==> config.mk <==
export PLATFORM = sky130hd
export DESIGN_NAME = itcb_ctrl
export DESIGN_NICKNAME = d
export VERILOG_FILES = /design/src/rtl/itcb_pkg.sv /design/src/rtl/itcb_ctrl.sv
export SDC_FILE = /design/constraint.sdc
export NUM_CORES = 1
export LEC_CHECK = 0
export BUFFER_PORTS_ARGS = -buffer_cell sky130_fd_sc_hd__buf_2
export CAP_MARGIN = 20
export CORE_UTILIZATION = 40
export DETAILED_ROUTE_END_ITERATION = 8
export PLACE_DENSITY_LB_ADDON = 0.12
export SYNTH_ARGS = -nofsm -noshare
export SYNTH_HDL_FRONTEND = slang
export SYNTH_SLANG_ARGS = --single-unit
==> constraint.sdc <==
create_clock -name clk_i -period 1.74 [get_ports clk_i]
set_clock_uncertainty 0.15 [all_clocks]
set_input_delay 0.087 -clock clk_i [delete_from_list [all_inputs] [get_ports clk_i]]
set_output_delay 0.087 -clock clk_i [all_outputs]
set_load 0.05 [all_outputs]
==> src/rtl/itcb_pkg.sv <==
package itcb_pkg;

  localparam int CORDIC_STEPS = 20;
  localparam int SQRT_STEPS   = 23;
  localparam int MUL_STEPS    = 32;
  localparam int DIV_STEPS    = 4;
  localparam int ANGLE_STEPS  = (CORDIC_STEPS > DIV_STEPS) ? CORDIC_STEPS : DIV_STEPS;
  localparam int CNT_W        = 6;

  localparam int ACCEL_W  = 15;
  localparam int RATE_W   = 16;
  localparam int TIME_W   = 32;
  localparam int ANGLE_W  = 32;
  localparam int CFG_IDX_W  = 2;
  localparam int CFG_DATA_W = 24;

  localparam logic [23:0] GYRO_SCALE_RST    = 24'd146801;
  localparam logic [16:0] BLEND_WEIGHT_RST  = 17'd62915;
  localparam logic [23:0] TILT_OFFSET_X_RST = 24'hFF6B85;
  localparam logic [23:0] TILT_OFFSET_Y_RST = 24'h01947B;

  typedef enum logic [CFG_IDX_W-1:0] {
    REG_GYRO_SCALE    = 2'd0,
    REG_BLEND_WEIGHT  = 2'd1,
    REG_TILT_OFFSET_X = 2'd2,
    REG_TILT_OFFSET_Y = 2'd3
  } cfg_reg_e;

  typedef enum logic [3:0] {
    ST_IDLE,
    ST_PREP,
    ST_MUL,
    ST_RND,
    ST_DIV,
    ST_ACC,
    ST_BMUL,
    ST_BSUM,
    ST_DONE
  } state_e;

  typedef struct packed {
    logic       load;
    logic       prep;
    logic       mul_step;
    logic       sqrt_step;
    logic       rnd;
    logic       div_step;
    logic       cordic_step;
    logic       acc;
    logic       bmul;
    logic       bsum;
    logic       out_load;
    logic [4:0] shift;
  } dp_cmd_t;

  function automatic logic [21:0] atan_entry(input logic [4:0] s);
    logic [21:0] r;
    unique case (s)
      5'd0:  r = 22'd2949120;
      5'd1:  r = 22'd1740967;
      5'd2:  r = 22'd919879;
      5'd3:  r = 22'd466945;
      5'd4:  r = 22'd234379;
      5'd5:  r = 22'd117304;
      5'd6:  r = 22'd58666;
      5'd7:  r = 22'd29335;
      5'd8:  r = 22'd14668;
      5'd9:  r = 22'd7334;
      5'd10: r = 22'd3667;
      5'd11: r = 22'd1833;
      5'd12: r = 22'd917;
      5'd13: r = 22'd458;
      5'd14: r = 22'd229;
      5'd15: r = 22'd115;
      5'd16: r = 22'd57;
      5'd17: r = 22'd29;
      5'd18: r = 22'd14;
      5'd19: r = 22'd7;
      5'd20: r = 22'd4;
      5'd21: r = 22'd2;
      5'd22: r = 22'd1;
      default: r = 22'd0;
    endcase
    return r;
  endfunction

endpackage

==> src/rtl/itcb_ctrl.sv <==
module itcb_ctrl (
  input  logic              clk_i,
  input  logic              rst_ni,
  input  logic              in_valid_i,
  output logic              in_ready_o,
  output logic              out_valid_o,
  input  logic              out_ready_i,
  output itcb_pkg::dp_cmd_t cmd_o
);

  itcb_pkg::state_e             state_q, state_d;
  logic [itcb_pkg::CNT_W-1:0]   cnt_q, cnt_d;
  logic                         out_valid_q, out_valid_d;

  always_ff @(posedge clk_i or negedge rst_ni) begin
    if (!rst_ni) begin
      state_q     <= itcb_pkg::ST_IDLE;
      cnt_q       <= '0;
      out_valid_q <= 1'b0;
    end else begin
      state_q     <= state_d;
      cnt_q       <= cnt_d;
      out_valid_q <= out_valid_d;
    end
  end

  always_comb begin
    state_d     = state_q;
    cnt_d       = cnt_q;
    out_valid_d = out_valid_q;
    cmd_o       = '0;
    in_ready_o  = 1'b0;
    if (out_valid_q && out_ready_i) begin
      out_valid_d = 1'b0;
    end
    unique case (state_q)
      itcb_pkg::ST_IDLE: begin
        in_ready_o = 1'b1;
        if (in_valid_i) begin
          cmd_o.load = 1'b1;
          state_d    = itcb_pkg::ST_PREP;
        end
      end
      itcb_pkg::ST_PREP: begin
        cmd_o.prep = 1'b1;
        cnt_d      = '0;
        state_d    = itcb_pkg::ST_MUL;
      end
      itcb_pkg::ST_MUL: begin
        cmd_o.mul_step  = 1'b1;
        cmd_o.sqrt_step = (cnt_q < itcb_pkg::CNT_W'(itcb_pkg::SQRT_STEPS));
        if (cnt_q == itcb_pkg::CNT_W'(itcb_pkg::MUL_STEPS - 1)) begin
          cnt_d   = '0;
          state_d = itcb_pkg::ST_RND;
        end else begin
          cnt_d = cnt_q + 1'b1;
        end
      end
      itcb_pkg::ST_RND: begin
        cmd_o.rnd = 1'b1;
        cnt_d     = '0;
        state_d   = itcb_pkg::ST_DIV;
      end
      itcb_pkg::ST_DIV: begin
        cmd_o.div_step    = (cnt_q < itcb_pkg::CNT_W'(itcb_pkg::DIV_STEPS));
        cmd_o.cordic_step = (cnt_q < itcb_pkg::CNT_W'(itcb_pkg::CORDIC_STEPS));
        cmd_o.shift       = cnt_q[4:0];
        if (cnt_q == itcb_pkg::CNT_W'(itcb_pkg::ANGLE_STEPS - 1)) begin
          cnt_d   = '0;
          state_d = itcb_pkg::ST_ACC;
        end else begin
          cnt_d = cnt_q + 1'b1;
        end
      end
      itcb_pkg::ST_ACC: begin
        cmd_o.acc = 1'b1;
        state_d   = itcb_pkg::ST_BMUL;
      end
      itcb_pkg::ST_BMUL: begin
        cmd_o.bmul = 1'b1;
        state_d    = itcb_pkg::ST_BSUM;
      end
      itcb_pkg::ST_BSUM: begin
        cmd_o.bsum = 1'b1;
        state_d    = itcb_pkg::ST_DONE;
      end
      itcb_pkg::ST_DONE: begin
        if (!out_valid_q || out_ready_i) begin
          cmd_o.out_load = 1'b1;
          out_valid_d    = 1'b1;
          state_d        = itcb_pkg::ST_IDLE;
        end
      end
      default: begin
        state_d = itcb_pkg::ST_IDLE;
      end
    endcase
  end

  assign out_valid_o = out_valid_q;

endmodule

; ---- Yosys cells after proc, flatten, opt, wreduce, memory -nomap -nowiden
; Index checks and enable logic that the tools add are counted.
[classes]
n_eq_ne = 14
muxes = 24
n_addsub = 1
n_reduce_logical = 7
order_cmp = 3
[op_table]
columns = operator, count
row1 = 4-bit case mux with 9 select lines, 1
row2 = 6-bit case mux with 3 select lines, 1
row3 = "4-bit by 3-bit == test with 1-bit output, second input constant", 4
row4 = 4-bit two-way mux, 4
row5 = 1-bit two-way mux, 13
row6 = "6-bit by 5-bit == test with 1-bit output, second input constant", 2
row7 = "6-bit by 5-bit < comparator with 1-bit output, second input constant", 2
row8 = 6-bit two-way mux, 2
row9 = "4-bit by 2-bit == test with 1-bit output, second input constant", 2
row10 = "2-bit inequality test, second input constant", 4
row11 = "6-bit by 1-bit adder with 6-bit output, second input constant", 1
row12 = "6-bit by 3-bit < comparator with 1-bit output, second input constant", 1
row13 = 5-bit two-way mux, 1
row14 = "4-bit by 1-bit == test with 1-bit output, second input constant", 1
row15 = "4-bit == test, second input constant", 1
row16 = 4-bit zero test, 1
row17 = 2-bit two-way mux, 2
row18 = 4-bit AND reduction, 1
row19 = 3-bit nonzero test, 1
row20 = 2-bit OR reduction, 1
row21 = 1-bit logical AND, 1
row22 = 1-bit zero test, 1
row23 = 1-bit logical OR, 1
[word_totals]
register_bits = 11
output_inout_bits = 18
wordCells = 52
inputBits = 4

; ---- Longest topological paths before layout
[logic_depth]
depth_word = 4
depth_mapped = 5
mapped_depth_nobuf = 5

; ---- Least setup slack after synthesis
; OpenSTA, ideal clock, no wires.
[synth_timing]
path_kind = reg2out
from = reg cnt_q[0] (netlist name)
to = out cmd_o[12] (netlist name)
required_time_ns = 1.503
n_path_buf = 0
arrival_time_ns = 3.298
stages_incl_launch_ff = 4
slack_ns = -1.795
path_cell_list = dfrtp_1 ha_1 a21o_1 a2111oi_0
[synth_lines]
columns = element, line_no
row1 = "start, declared", itcb_ctrl.sv:12  ; logic [itcb_pkg::CNT_W-1:0] cnt_q, cnt_d;
row2 = "start signal, assigned", itcb_ctrl.sv:22  ; cnt_q <= cnt_d;
row3 = "end, declared", itcb_ctrl.sv:8  ; output itcb_pkg::dp_cmd_t cmd_o

; ---- Final worst setup path
[layout_timing]
from = reg state_q[2]
to = reg cnt_q[5] (netlist name)
[layout_between]
elab_chain_len = 3
elab_cells_between_ends = 7
cone_classes = eq/ne (4) / mux (1) / reduce/logical (2)
[layout_rtl]
columns = element, line_no
row1 = "start, declared", itcb_ctrl.sv:11  ; itcb_pkg::state_e state_q, state_d;
row2 = "start signal, assigned", itcb_ctrl.sv:17  ; state_q <= itcb_pkg::ST_IDLE;
row3 = "start signal, assigned", itcb_ctrl.sv:21  ; state_q <= state_d;
row4 = 4-bit by 2-bit == test with 1-bit output / 4-bit by 1-bit == test with 1-bit output (equally long branches), itcb_ctrl.sv:36  ; unique case (state_q)
row5 = 2-bit OR reduction (no line), -
row6 = 6-bit case mux with 3 select lines / 3-bit nonzero test (equally long branches), -
; Several ways; a longest one is shown, not always the timed one.
; A chain may end at the register's enable or synchronous reset.

==> metrics.md <==
| Metric | Value |
|---|---|
| Cell count after synthesis | `93` |
| Synth Area in Compound Gates | `0.206` |
| WP data required | `1.80 ns` |
| CTS tree | `done` |
| Die H | `45.6 microns` |
| Max-slew violations | `0` |
| Final period util | `1.09` |
| Met2 GRT Util | `0.457` |
| Drt first pass iters | `4` |
| Synth area leaders | `dfrtp_1 (36%), nor2_1 (7.4%), and2_1 (4.9%), xnor2_1 (4.6%), a211oi_1 (3.9%)` |
| Register area share after synthesis | `0.362` |
| Post-Synth XOR/XNOR Area | `0.0461` |
| Crit Path Max Fanout | `2` |
| Place WS | `-0.0604 ns` |
| NumNets Final | `146` |
| # setup viols final | `16` |
| Vias in the first global route | `~870` |
| Worst-margin pin slew | `0.395 ns` |
| Pin count of the biggest net entering global routing | `14` |
| Max-cap violations | `0` |
| Gr busiest metal | `met2` |
| Root buf cell | `clkbuf_4` |
| DIE AREA | `around 2100 sq um` |
| Synth area leader | `dfrtp_1` |
| Post-synthesis cell type count | `32` |
| Iter 0 DRT Violations | `23` |
| Hpwl dp | `between 1.5 and 2 mm` |
| IO Count | `22` |
| Number of fill cells in the layout | `124` |
| GP Congestion | `roughly 0.83` |
| Switching Share | `0.508` |
| Clock network fraction of design power | `0.068` |
| Synth Area in Simple Gates | `0.331` |
| RSZ-0062 raised after global routing | `yes` |
| Outcome | `finished with violations` |
| Largest family of logic cells by synthesized area | `simple AND/OR/NAND/NOR gates` |
| Commonest non-fill, non-tap cell in the layout | `buf_4` |
| Initial Util | `0.436` |
| #FFs+latches synth | `11` |
| Flop pwr share | `0.147` |
| Worst-path clk slew | `~0.07 ns` |
| Drt drc | `0` |
| First-pass GRT wire length | `4.00 mm` |
| Core area | `1750 sq um` |
| Synthesized net count | `98` |
| Htree depth | `1` |
| Horiz. Die Dim | `45.6 microns` |
| Avg Cell Area, Syn | `between 8 and 9 sq um` |
| Adder-cell share of the synthesized area | `0.0164` |
| Remaining Overflow, GRT | `0` |
| Pwr Density | `around 2000 nW/um^2` |
| P&R area growth vs syn | `82.9%` |
| Vias | `920` |
| Slew HR | `0.734` |
| Failing checks | `setup timing` |
| Final cell count without fillers | `165` |
| Post-synthesis cell area | `761 sq um` |
| Total negative slack | `-1.39 ns` |
| Initial antenna violation count | `0` |
| Internal power | `0.00134 W` |
| Clock sinks | `11` |
| Port buffer count | `21` |
| Worst Setup End Kind | `flop` |
| Area fraction of the dominant cell type after synthesis | `0.362` |
| Site row count | `15` |
| Logic pwr share | `0.785` |
| CTS Buf Count | `3` |
| Worst vdd ir | `1450 uV` |
| Crit path DAT | `1.96 ns` |
| Most frequent cells in the layout | `buf_4 (20), buf_6 (13), nor2_1 (11), dfrtp_1 (11)` |
| Met1 usage | `0.355` |
| Grt met3 use | `0.0476` |
| Antenna diodes | `0` |
| Via density | `5.58` |
| Dpl cell area | `approximately 1100 sq um` |
| Worst Slack Setup Final | `-0.159 ns` |
| Skew-Pair Late Insertion Delay | `0.28 ns` |
| Fmax | `roughly 0.53 GHz` |
| Cells after DPL | `151` |
| Final ANT Viol Nets | `0` |
| Min Tclk post-route | `1.90 ns` |
| WL final | `2.87 mm` |
| Critical Path Start Type | `flop` |
| WS Path Type | `reg -> reg` |
| Register-to-register setup slack | `-0.16 ns` |
| Mux cell area share after synthesis | `0` |
| Utilization after layout | `0.797` |
| Ys Warns | `0` |
| All-Layer GR Usage | `0.277` |
| Leakage | `between 0.6 and 0.7 nW` |
| Drt wl/cell | `17.4 microns` |
| Fin. Hold Viols | `0` |
| Buffer depth of the longest clock path | `2` |
| Final non-filler cell area | `approximately 1400 sq um` |
| Share of cells above drive strength 1 | `0.564` |
| Min-delay worst type | `in -> async` |
| Switching pwr | `roughly 0.0014 W` |
-- final timing paths --
path | startpoint | end | cells past startpoint
min in group clk_i | in_valid_i | state_q[0] | 5
setup reg to reg | state_q[2] | cnt_q[5] | 5
hold / removal | rst_ni | state_q[0] | 2
setup / recovery | state_q[2] | cnt_q[5] | 5
max in group asynchronous | rst_ni | cnt_q[4] | 2
hold reg to reg | out_valid_o | out_valid_o | 2
-- cell usage after synthesis --
| master | number |
|---|---|
| nand2_1 | 4 |
| a311oi_1 | 1 |
| or2_2 | 2 |
| or3_1 | 1 |
| nand2b_1 | 4 |
| xnor2_1 | 4 |
| clkbuf_1 | 5 |
| a41oi_1 | 1 |
| o21ai_0 | 2 |
| or4_1 | 1 |
| or3b_4 | 1 |
| a2111oi_0 | 1 |
| dfrtp_1 | 11 |
| nand3_1 | 3 |
| a22o_1 | 1 |
| o31ai_1 | 1 |
| and2_1 | 6 |
| a21o_1 | 2 |
| nor2_1 | 15 |
| and3_1 | 3 |
| a21oi_1 | 3 |
| nor4_1 | 1 |
| nor3_1 | 4 |
| o22ai_1 | 2 |
| nor2b_1 | 2 |
| ha_1 | 1 |
| or2b_1 | 1 |
| inv_1 | 3 |
| a32o_1 | 1 |
| a211oi_1 | 4 |
| a22o_2 | 1 |
| o21bai_2 | 1 |
-- power by group through the flow --
stage | logic [W] | clock network, W | registers, W
floorplan | 0.00112 | 0 | 0.000410
global placement | 0.00156 | 0 | 0.000391
detailed placement | 0.00157 | 0 | 0.000395
CTS | 0.00186 | 0.000180 | 0.000391
global route | 0.00223 | 0.000197 | 0.000406
finish | 0.00213 | 0.000184 | 0.000400
-- state kept, by name, indices dropped and copies added (netlist names) --
signal	cells
cnt_q	6
state_q	4
out_valid_o	1
-- final cells by class --
type	count	area (sq um)	share of cell area
Clock buffer	4	26.3	0.0189
Inverter	3	11.3	0.00809
Multi-Input combinational cell	74	603	0.433
Sequential cell	11	275	0.198
Tap cell	25	31.3	0.0225
Timing Repair Buffer	48	444	0.319
-- cells by family after synthesis --
| kind of cell | count (synthesis) |
|---|---|
| xor gates and xnor gates | 4 |
| AOI/OAI and AO/OA | 21 |
| buffers and inverters | 8 |
| and+or+nand+nor | 48 |
| DFF | 11 |
| adders and majority gates | 1 |
-- layer usage --
| metal | up-vias | wire [microns] |
|---|---|---|
| li1 | 423 | - |
| met1 | 463 | 1240 |
| met2 | 30 | 1500 |
| met3 | 4 | 105 |
| met4 | 0 | 27 |
| met5 | - | 0 |
-- critical path: stages, from the launching register on --
cell and delay (ns):
dfrtp_1 0.38, buf_4 0.12, or3b_4 0.38, a21o_1 0.18, or4_4 0.48, a21oi_2 0.15
-- stage by stage --
stage / hold slack (ns) / power, W
2_1_floorplan: -0.359 / 0.00153
3_3_place_gp: -0.175 / 0.00195
3_5_place_dp: -0.170 / 0.00197
4_1_cts: 0.0767 / 0.00243
5_1_grt: 0.0935 / 0.00283
6_report: 0.0623 / 0.00272
-- what timing repair did --
action,in CTS,in global routing
hold buffers,2,0
buffers inserted,6,2
endpoints found under the setup margin,15,19
gates cloned,0,0
gates resized for setup,37,25
hold endpoints to repair,13,0
pin swaps,6,5
No activity file was read; power rests on OpenSTA's default activity.
